===== config.mk =====
export PLATFORM = sky130hd
export DESIGN_NAME = register_alu_with_flags_unit
export DESIGN_NICKNAME = d
export VERILOG_FILES = /design/src/sv/raluf_pkg.sv /design/src/sv/register_alu_with_flags_unit.sv
export SDC_FILE = /design/constraint.sdc
export NUM_CORES = 1
export LEC_CHECK = 0
export BUFFER_PORTS_ARGS = -buffer_cell sky130_fd_sc_hd__clkbuf_2
export CELL_PAD_IN_SITES_DETAIL_PLACEMENT = 1
export CELL_PAD_IN_SITES_GLOBAL_PLACEMENT = 1
export CORE_MARGIN = 5
export CORE_UTILIZATION = 31
export DETAILED_ROUTE_END_ITERATION = 16
export HOLD_SLACK_MARGIN = 0.03
export PLACE_DENSITY = 0.62
export REMOVE_ABC_BUFFERS = 1
export SETUP_SLACK_MARGIN = 0.05
export SLEW_MARGIN = 20
export SYNTH_ARGS = -nofsm -noshare
export SYNTH_HDL_FRONTEND = slang
export SYNTH_SLANG_ARGS = --single-unit

===== constraint.sdc =====
create_clock -name clock -period 15.22 [get_ports clock]
set_input_delay 2.283 -clock clock [delete_from_list [all_inputs] [get_ports clock]]
set_output_delay 2.283 -clock clock [all_outputs]
set_load 0.005 [all_outputs]

===== src/sv/raluf_pkg.sv =====
// Package: widths, opcodes and beat types for the register ALU with NZCV flags.
package raluf_pkg;

   localparam int NUM_REGS   = 8;
   localparam int DATA_WIDTH = 32;

   // Field widths fixed by the interface.
   localparam int OP_W    = 4;
   localparam int REG_W   = 3;
   localparam int IMM_W   = 32;
   localparam int RESULT_W = 32;

   // Shift amount clamped to DATA_WIDTH + 1: every larger amount acts alike.
   localparam int SH_W = $clog2(DATA_WIDTH + 2);

   typedef enum logic [OP_W-1:0] {
      OP_ADD = 4'd0,
      OP_AND = 4'd1,
      OP_ASR = 4'd2,
      OP_LSR = 4'd3,
      OP_LSL = 4'd4,
      OP_NOT = 4'd5,
      OP_ORR = 4'd6,
      OP_SUB = 4'd7,
      OP_XOR = 4'd8,
      OP_MOV = 4'd9
   } op_type;

   typedef struct packed {
      logic [OP_W-1:0]  req_type;
      logic             set_flags;
      logic [REG_W-1:0] dest_reg;
      logic [REG_W-1:0] first_src_reg;
      logic             second_is_imm;
      logic [REG_W-1:0] second_src_reg;
      logic [IMM_W-1:0] immediate;
   } req_beat_type;

   typedef struct packed {
      logic [REG_W-1:0]    written_reg;
      logic [RESULT_W-1:0] result_value;
      logic                flag_n;
      logic                flag_z;
      logic                flag_c;
      logic                flag_v;
   } rsp_beat_type;

   typedef struct packed {
      logic n;
      logic z;
      logic c;
      logic v;
   } flags_type;

endpackage


===== src/sv/register_alu_with_flags_unit.sv =====
// Top level: register ALU with eight registers and NZCV status flags.
//
// Usage:
//  - req channel (req_valid/req_ready/req_beat) takes one decoded instruction
//    per beat: opcode, set_flags, destination, sources, immediate.
//  - rsp channel (rsp_valid/rsp_ready/rsp_beat) returns exactly one beat per
//    instruction, in order: the written register index, its new value and
//    the NZCV flags after the instruction.
//  - A beat accepted on req passes the input register, then the result
//    register, before it shows on rsp; one instruction per cycle while rsp
//    does not stall. Each instruction reads the register file and flags from
//    the input register, runs one pass through adder / logic / barrel shifter
//    and retires as it moves to the result register, so the following instruction always sees the updated state.
//  - Reset (synchronous, active high) clears all registers, the flags and
//    both pipeline valids.
//  - When the receiver stalls, the result register holds its beat and the
//    input register holds one more instruction; req_ready drops only when
//    both are full and rsp_ready is low.
//  - Undefined opcodes write nothing and leave the flags; the response then
//    carries the destination's current value.
module register_alu_with_flags_unit
   import raluf_pkg::*;
(
   input  logic         clock,
   input  logic         reset,
   input  logic         req_valid,
   output logic         req_ready,
   input  req_beat_type req_beat,
   output logic         rsp_valid,
   input  logic         rsp_ready,
   output rsp_beat_type rsp_beat
);

   // Input register stage.
   logic         req_valid_ff, req_valid_in;
   req_beat_type req_ff;

   // Architectural state.
   logic [DATA_WIDTH-1:0] regs_ff [NUM_REGS];
   flags_type             flags_ff, flags_in;

   // Result register stage.
   logic         rsp_valid_ff, rsp_valid_in;
   rsp_beat_type rsp_ff, rsp_in;

   logic advance;

   // Execute datapath signals.
   op_type                op;
   logic [DATA_WIDTH-1:0] opnd_a, opnd_b, reg_b, alu_r, dest_val;
   logic                  op_ok, dest_ok;
   logic                  nc, nv;
   logic [DATA_WIDTH:0]   sum_ext, dif_ext;
   logic [DATA_WIDTH:0]   lsl_ext, lsr_ext, asr_ext;
   logic [SH_W-1:0]       shamt;

   // Move the input stage forward whenever the result slot is free or drains.
   assign advance   = req_valid_ff && (!rsp_valid_ff || rsp_ready);
   assign req_ready = !req_valid_ff || advance;
   assign rsp_valid = rsp_valid_ff;
   assign rsp_beat  = rsp_ff;

   // Register reads: indexes at or above NUM_REGS read as zero.
   always_comb begin
      opnd_a   = '0;
      reg_b    = '0;
      dest_val = '0;
      dest_ok  = 1'b0;
      for (int i = 0; i < NUM_REGS; i++) begin
         if (int'(req_ff.first_src_reg) == i) begin
            opnd_a = regs_ff[i];
         end
         if (int'(req_ff.second_src_reg) == i) begin
            reg_b = regs_ff[i];
         end
         if (int'(req_ff.dest_reg) == i) begin
            dest_val = regs_ff[i];
            dest_ok  = 1'b1;
         end
      end
   end

   assign opnd_b = req_ff.second_is_imm ? DATA_WIDTH'(req_ff.immediate) : reg_b;
   assign op     = op_type'(req_ff.req_type);

   // Clamp the shift amount; anything above DATA_WIDTH behaves as DATA_WIDTH+1.
   assign shamt = (opnd_b > DATA_WIDTH'(DATA_WIDTH)) ? SH_W'(DATA_WIDTH + 1)
                                                     : SH_W'(opnd_b);

   // Extra bit catches the carry: last bit out for shifts, carry/no-borrow.
   assign sum_ext = {1'b0, opnd_a} + {1'b0, opnd_b};
   assign dif_ext = {1'b0, opnd_a} + {1'b0, ~opnd_b} + (DATA_WIDTH + 1)'(1);
   assign lsl_ext = {1'b0, opnd_a} << shamt;
   assign lsr_ext = {opnd_a, 1'b0} >> shamt;
   assign asr_ext = $signed({opnd_a, 1'b0}) >>> shamt;

   always_comb begin
      alu_r = '0;
      nc    = flags_ff.c;
      nv    = flags_ff.v;
      op_ok = 1'b1;
      case (op)
         OP_ADD: begin
            alu_r = sum_ext[DATA_WIDTH-1:0];
            nc    = sum_ext[DATA_WIDTH];
            nv    = (opnd_a[DATA_WIDTH-1] ^ alu_r[DATA_WIDTH-1])
                  & (opnd_b[DATA_WIDTH-1] ^ alu_r[DATA_WIDTH-1]);
         end
         OP_SUB: begin
            alu_r = dif_ext[DATA_WIDTH-1:0];
            nc    = dif_ext[DATA_WIDTH];
            nv    = (opnd_a[DATA_WIDTH-1] ^ opnd_b[DATA_WIDTH-1])
                  & (opnd_a[DATA_WIDTH-1] ^ alu_r[DATA_WIDTH-1]);
         end
         OP_AND: alu_r = opnd_a & opnd_b;
         OP_ORR: alu_r = opnd_a | opnd_b;
         OP_XOR: alu_r = opnd_a ^ opnd_b;
         OP_NOT: alu_r = ~opnd_b;
         OP_MOV: alu_r = opnd_b;
         OP_LSL: begin
            alu_r = lsl_ext[DATA_WIDTH-1:0];
            if (shamt == '0) begin
               alu_r = opnd_a;
            end else begin
               nc = lsl_ext[DATA_WIDTH];
            end
         end
         OP_LSR: begin
            alu_r = lsr_ext[DATA_WIDTH:1];
            if (shamt == '0) begin
               alu_r = opnd_a;
            end else begin
               nc = lsr_ext[0];
            end
         end
         OP_ASR: begin
            alu_r = asr_ext[DATA_WIDTH:1];
            if (shamt == '0) begin
               alu_r = opnd_a;
            end else begin
               nc = asr_ext[0];
            end
         end
         default: op_ok = 1'b0;
      endcase
   end

   // Next flags and response beat.
   always_comb begin
      flags_in = flags_ff;
      if (op_ok && req_ff.set_flags) begin
         flags_in.n = alu_r[DATA_WIDTH-1];
         flags_in.z = (alu_r == '0);
         flags_in.c = nc;
         flags_in.v = nv;
      end
      rsp_in.written_reg  = req_ff.dest_reg;
      rsp_in.result_value = !dest_ok ? '0
                          : op_ok    ? RESULT_W'(alu_r)
                                     : RESULT_W'(dest_val);
      rsp_in.flag_n = flags_in.n;
      rsp_in.flag_z = flags_in.z;
      rsp_in.flag_c = flags_in.c;
      rsp_in.flag_v = flags_in.v;
   end

   // Valid bookkeeping for both stages.
   always_comb begin
      req_valid_in = req_valid_ff;
      if (req_valid && req_ready) begin
         req_valid_in = 1'b1;
      end else if (advance) begin
         req_valid_in = 1'b0;
      end
      rsp_valid_in = rsp_valid_ff;
      if (advance) begin
         rsp_valid_in = 1'b1;
      end else if (rsp_ready) begin
         rsp_valid_in = 1'b0;
      end
   end

   always_ff @(posedge clock) begin
      if (reset) begin
         req_valid_ff <= 1'b0;
         rsp_valid_ff <= 1'b0;
         flags_ff     <= '0;
         for (int i = 0; i < NUM_REGS; i++) begin
            regs_ff[i] <= '0;
         end
      end else begin
         req_valid_ff <= req_valid_in;
         rsp_valid_ff <= rsp_valid_in;
         if (advance) begin
            flags_ff <= flags_in;
            // Retire: write the destination; out-of-range indexes are dropped.
            for (int i = 0; i < NUM_REGS; i++) begin
               if (op_ok && int'(req_ff.dest_reg) == i) begin
                  regs_ff[i] <= alu_r;
               end
            end
         end
      end
   end

   // Payload registers: no reset.
   always_ff @(posedge clock) begin
      if (req_valid && req_ready) begin
         req_ff <= req_beat;
      end
      if (advance) begin
         rsp_ff <= rsp_in;
      end
   end

   // The flags in a waiting response always match the architectural flags.
   a_rsp_flags_current: assert property (@(posedge clock) disable iff (reset)
      rsp_valid_ff |-> (rsp_ff.flag_n == flags_ff.n) && (rsp_ff.flag_z == flags_ff.z)
                    && (rsp_ff.flag_c == flags_ff.c) && (rsp_ff.flag_v == flags_ff.v))
      else $error("response flags differ from status flags");

   // Backpressure reaches req only when both stages are full and rsp stalls.
   a_ready_low_only_full: assert property (@(posedge clock) disable iff (reset)
      !req_ready |-> req_valid_ff && rsp_valid_ff && !rsp_ready)
      else $error("req_ready dropped with room in the pipeline");

   // An instruction without set_flags leaves the flags alone.
   a_flags_hold: assert property (@(posedge clock) disable iff (reset)
      (advance && !req_ff.set_flags) |=> $stable(flags_ff))
      else $error("flags changed without set_flags");

   // A retiring instruction always lands in the result register.
   a_retire_fills_rsp: assert property (@(posedge clock) disable iff (reset)
      advance |=> rsp_valid_ff)
      else $error("retired instruction lost its response");

endmodule

==> results of run 1 <==
[logic make-up after synthesis]
logic type	after synthesis	synth area share (%)
compound gates	1029	23.8
xor+xnor	4	0.117
mux	289	13.9
buf+inv	457	6.41
simple gates	1086	16.9
flops	348	34.7
fa+ha+maj	98	4.15
[power by group]
| part | switching (mW) | internal (mW) | total (mW) |
|---|---|---|---|
| Clock | 0.395 | 0.518 | 0.913 |
| Combinational | 0.818 | 0.354 | 1.17 |
| Sequential | 0.0510 | 1.13 | 1.18 |
[layout make-up]
class	count	area [µm²]	area share, %
clock buffer	45	956	2.89
tap	1276	1600	4.83
antenna	2	5.00	0.0151
clock inverter	20	213	0.644
inverter	173	649	1.97
timing repair buffer	223	1460	4.41
sequential	348	10400	31.4
multi-input combinational	2506	17800	53.8
[worst max-delay path by stage]
| stage | start | end | slack (ns) | cells after the start |
|---|---|---|---|---|
| after floorplan | req_ff[33] | flags_ff[2] | 4.92 | 17 |
| after global placement | req_ff[34] | rsp_beat[2] | 6.43 | 26 |
| after detailed placement | req_ff[32] | rsp_beat[2] | 6.45 | 26 |
| after CTS | req_ff[32] | rsp_beat[2] | 6.41 | 26 |
| after global routing | req_ff[32] | rsp_beat[2] | 5.75 | 26 |
| final | req_ff[32] | rsp_beat[2] | 6.12 | 26 |
[state kept, by name, summed over array words and instances, names as in the netlist]
name and cells:
flags_ff 4, op 4, regs_ff 256, req_ff 43, req_valid_ff 1, rsp_beat 39
rsp_valid 1
[tightest hold or removal path, stage by stage (launching register included)]
cell and delay, ns:
dfxtp_1 0.33, nand3b_1 0.09, o41ai_2 0.05
[layer usage]
metal	vias up	GRT usage, %	wire (µm)
li1	12600	-	-
met4	4	14.3	9500
met5	-	0	25
met1	15400	40.7	65300
met3	464	4.66	14900
met2	1906	48.0	72700
[through the flow]
step	total power, mW	worst slack [ns]	instance area, µm²
after floorplan	1.83	4.92	28700
after global placement	2.32	6.43	31900
after detailed placement	2.33	6.45	31900
after CTS	3.24	6.41	33000
after global routing	3.38	5.75	33000
final	3.27	6.12	33000
[synth_stat cells (17+ instances only)]
cell type / instances
a21oi_1: 206
a21o_1: 20
o221ai_1: 59
nor3_1: 74
buf_2: 35
a22oi_1: 30
mux2i_1: 146
nand2_1: 252
buf_1: 28
nor2_1: 427
edfxtp_1: 342
o211ai_1: 44
o31ai_1: 22
o21ai_0: 212
nand3_1: 84
or2_2: 30
mux4_2: 96
o22ai_1: 61
nor4_1: 23
o22a_1: 38
clkbuf_1: 195
mux2_2: 40
a211oi_1: 43
a31oi_1: 29
a221o_1: 20
o21bai_1: 21
nand2b_1: 45
inv_1: 166
and2_1: 17
nor2b_1: 24
a221oi_1: 33
ha_1: 96
nand4_1: 29
==> results.json, run 1 <==
{
  "synth_top_area_share_pct": 34.3,
  "netlist_instances": 3311,
  "grt_pass1_wl_mm": 229,
  "maxCapViolations": 0,
  "fin_util_pct": 34.3,
  "start_kind": "flip-flop",
  "drc_errors": 0,
  "grt_overflow_total": 0,
  "slew_headroom_pct": 10.1,
  "r2r-end": "rsp_beat[2]",
  "setup_tns_ns": 0,
  "fillers": 11100,
  "htreeDepth": 2,
  "drtIter0Drc": 4004,
  "hold_path_startpoint": "flags_ff[2]",
  "path_clk_slew_ns": 0.06,
  "antenna_found_initial": 7,
  "dieArea_mm2": 0.103,
  "tightest_slew_ns": 1.34,
  "synth_top_cells_by_area": "edfxtp_1 34%, mux4_2 7.2%, nor2_1 5.4%, mux2i_1 4.9%, ha_1 4.0%",
  "synth_warnings": 0,
  "die_w_um": 321,
  "ys_seq_area_share_pct": 34.7,
  "cts_setup_buffers": 0,
  "hold_viol_final": 0,
  "core_mm2": 0.0963,
  "min_period_over_period_pct": 59.8,
  "mostFrequentLayoutCell": "nor2_1",
  "synth-async-reset-ratio_pct": 0,
  "dp_hpwl_mm": 113,
  "setup_violations": 0,
  "drtAntennaViolNets": 0,
  "crit_path_max_incr_delay_ns": 0.79,
  "status": "finished, final reports clean",
  "clk_latency_ns": 0.55,
  "synth.avg_cell_area_um2": 9.04,
  "rr_worst_depth": 26,
  "final_cell_mix": "423 x nor2_1, 342 x edfxtp_1, 247 x nand2_1",
  "crit_type": "reg2reg",
  "instances_no_fill": 4593,
  "min_to": "flags_ff[2]",
  "worst_clock_skew_ns": 0.0154,
  "final_nets": 3438,
  "grt_pass1_vias": 30000,
  "place_congestion": 1.07,
  "reg2reg_slack_ns": 6.12,
  "wl_mm": 162,
  "ys_ff_latch": 348,
  "holdWs_ns": 0.501,
  "viasPerCell": 6.60,
  "firstDrtPassIters": 8,
  "vias": 30300,
  "dp_cells": 4526,
  "grtUsageTotal_pct": 30.3,
  "crit_slowest_cell": "edfxtp_1",
  "hp-class": "reg2reg",
  "hold_buffers": 0,
  "ir_drop_uv": 132,
  "fmax_mhz": 110,
  "min_period_ns": 9.10,
  "die_h_um": 321,
  "netlist.top_cell.by_area": "edfxtp_1",
  "hold_depth": 2,
  "cpMostUsedCell": "o21ai_0",
  "cts_made_buffers": 37,
  "initial_utilization_pct": 31.1,
  "port_buffers": 91,
  "synthFlopType": "edfxtp_1",
  "rows": 114,
  "synth_area_mm2": 0.0299,
  "cts.sinks": 348,
  "powerDensity_mw_per_mm2": 98.9,
  "r2r_start": "req_ff[32]",
  "leakage_nw": 12.4,
  "cts-root-buf": "clkbuf_16",
  "io_pins": 92,
  "cp_max_fo": 50,
  "cts-resized-gates": 0,
  "drive_gt1_share_pct": 15.8,
  "cts_tree": "built",
  "required_ns": 15.59,
  "cp.arrival_ns": 9.47,
  "grt_max_degree": 73,
  "crit_buf_inv": 3,
  "clockBufferDepth": 3,
  "cp_top_family": "compound AO/OA/AOI/OAI gates",
  "areaGrowthSynthToFinish_pct": 10.5,
  "crit_path_end_kind": "flip-flop",
  "post_drt_wl_per_cell_um": 35.4,
  "synth-edff-count": 342,
  "drv_slew": 0,
  "rsz0062_at_grt": "no",
  "ys_types": 106
}
(Power assumes the default switching activity.)
==> run 2, diff against run 1 <==
==> constraint.sdc (replaced) <==
create_clock -name clock -period 9.4 [get_ports clock]
set_input_delay 1.41 -clock clock [delete_from_list [all_inputs] [get_ports clock]]
set_output_delay 1.41 -clock clock [all_outputs]
set_load 0.005 [all_outputs]
==> run 2 against run 1 <==
Compared with the run above: clock-buffer cell count decreased by 2; hold slack improved by 0.015 ns; design area up 1.2%; routed wire length grew 1.7%; maximum frequency grew 5.7%; critical path depth fell by 6; combinational power grew 65%; register-to-register slack got worse by 5.3 ns; sequential cell count is the same; via count rose by 0.65%; largest power group is now combinational cells.
==> results.json, run 2 (same netlist as run 1, synthesis figures left out) <==
{
  "grt_pass1_wl_mm": 232,
  "ir_drop_uv": 137,
  "dp_hpwl_mm": 119,
  "min_period_ns": 8.62,
  "grtUsageTotal_pct": 30.8,
  "rows": 114,
  "slew_headroom_pct": 22.8,
  "mostFrequentLayoutCell": "nor2_1",
  "final_area_mm2": 0.0334,
  "start_kind": "flip-flop",
  "viasPerCell": 6.56,
  "min_to": "flags_ff[2]",
  "leakage_nw": 12.6,
  "cp.arrival_ns": 8.99,
  "hold_path_startpoint": "flags_ff[2]",
  "placed_area_mm2": 0.0323,
  "core_mm2": 0.0963,
  "drtAntennaViolNets": 0,
  "worst_clock_skew_ns": 0.0199,
  "initial_utilization_pct": 31.1,
  "areaGrowthSynthToFinish_pct": 11.8,
  "required_ns": 9.77,
  "grt_pass1_vias": 30300,
  "holdWs_ns": 0.516,
  "r2r_start": "req_ff[33]",
  "r2r-end": "rsp_beat[2]",
  "final_cell_mix": "423 x nor2_1, 342 x edfxtp_1, 247 x nand2_1",
  "cts_setup_buffers": 0,
  "setup_violations": 0,
  "powerDensity_mw_per_mm2": 158,
  "cts-resized-gates": 0,
  "post_drt_wl_per_cell_um": 35.6,
  "clockBufferDepth": 3,
  "die_h_um": 321,
  "cts_made_buffers": 36,
  "largest_reg_flops": 256,
  "cts_tree": "built",
  "fmax_mhz": 116,
  "drtIter0Drc": 4089,
  "rr_worst_depth": 20,
  "crit_path_max_incr_delay_ns": 1.01,
  "reg2reg_slack_ns": 0.78,
  "io_pins": 92,
  "final_nets": 3491,
  "setup_tns_ns": 0,
  "grt_max_degree": 82,
  "firstDrtPassIters": 5,
  "antenna_found_initial": 7,
  "hp-class": "reg2reg",
  "cts-root-buf": "clkbuf_16",
  "grt_overflow_total": 0,
  "cpMostUsedCell": "buf_4",
  "status": "finished, final reports clean",
  "hold_viol_final": 0,
  "rsz0062_at_grt": "no",
  "path_clk_slew_ns": 0.06,
  "tightest_slew_ns": 1.16,
  "die_w_um": 321,
  "min_period_over_period_pct": 91.7,
  "largest-register": "regs_ff",
  "crit_type": "reg2reg",
  "place_congestion": 1.07,
  "hold_depth": 2,
  "maxCapViolations": 0,
  "path_cells": "buf_4, buf_4, mux4_2, mux2i_1, o21ai_1, buf_4, inv_1, nand4_1, or4_2, mux2i_1, and2_1, a2111oi_0, a2111o_1, nand3_1, nor3b_1, nand4_1, nor4_1, buf_4, nand3_1, o31ai_1",
  "hold_buffers": 0,
  "crit_slowest_cell": "or4_2",
  "clk_latency_ns": 0.56,
  "crit_path_end_kind": "flip-flop",
  "wl_mm": 165,
  "drc_errors": 0,
  "vias": 30500,
  "cts.sinks": 348,
  "drv_slew": 0,
  "cp_max_fo": 28,
  "dieArea_mm2": 0.103,
  "port_buffers": 91,
  "drive_gt1_share_pct": 17.1,
  "htreeDepth": 2
}
[run 2: cell types whose count changed in the layout (fill, tap and decap cells not counted), moves of 2 or more]
cell / before / now
buf_12: 1 / 6
buf_4: 131 / 180
clkbuf_1: 8 / 6
bufinv_16: 4 / 2
clkinv_4: 1 / 3
inv_8: 2 / 0
clkinv_2: 4 / 6
[run 2: worst max-delay path: cells and delay by family, from the launching register on]
family          cells  cell delay [ns]
simple gates        8             3.44
flops               1             0.96
buf+inv             5             1.73
mux                 3             1.00
compound gates      4             1.27
[run 2: stage by stage]
stage          utilization, %  power (mW)  setup WS, ns  instances
3_5_place_dp             33.6        3.80          1.13       4580
3_3_place_gp             33.6        3.79         0.923       4580
5_1_grt                  34.7        5.44         0.346       4643
4_1_cts                  34.7        5.22          1.07       4643
2_1_floorplan               -        2.96        -0.898       3027
6_report                 34.7        5.27         0.784       4646
[run 2: worst max-delay path by stage]
| stage | startpoint | end | slack [ns] | depth (start not counted) |
|---|---|---|---|---|
| finish | req_ff[33] | rsp_beat[2] | 0.78 | 20 |
| floorplan | req_ff[33] | flags_ff[2] | -0.90 | 17 |
| global placement | req_ff[32] | rsp_beat[2] | 0.92 | 25 |
| detailed placement | req_ff[33] | rsp_beat[2] | 1.13 | 23 |
| CTS | req_ff[33] | rsp_beat[2] | 1.07 | 23 |
| global route | req_ff[32] | rsp_beat[2] | 0.35 | 26 |
[run 2: where the power goes]
part / switching, mW / leakage [nW] / internal [mW]
registers: 0.0882 / 3.51 / 1.83
clock network: 0.646 / 0.541 / 0.779
logic: 1.33 / 8.58 / 0.596
total: 2.07 / 12.6 / 3.21
[run 2: per-layer routing]
metal	part of all wire (%)	global-route usage [%]	vias up	routed length (µm)
li1	-	-	12700	-
met1	40	40.6	15500	66400
met2	44	48.4	1786	72700
met3	9.5	6.17	501	15800
met4	6.2	15.3	4	10300
met5	0.016	0	-	27
[run 2: layout make-up]
type                       count  area [µm²]
sequential                   348       10400
inverter                     173         649
fill                       11200       62800
clock inverter                20         163
multi-input combinational   2506       17800
clock buffer                  43         948
tap                         1276        1600
timing repair buffer         277        1930
antenna                        3        7.51
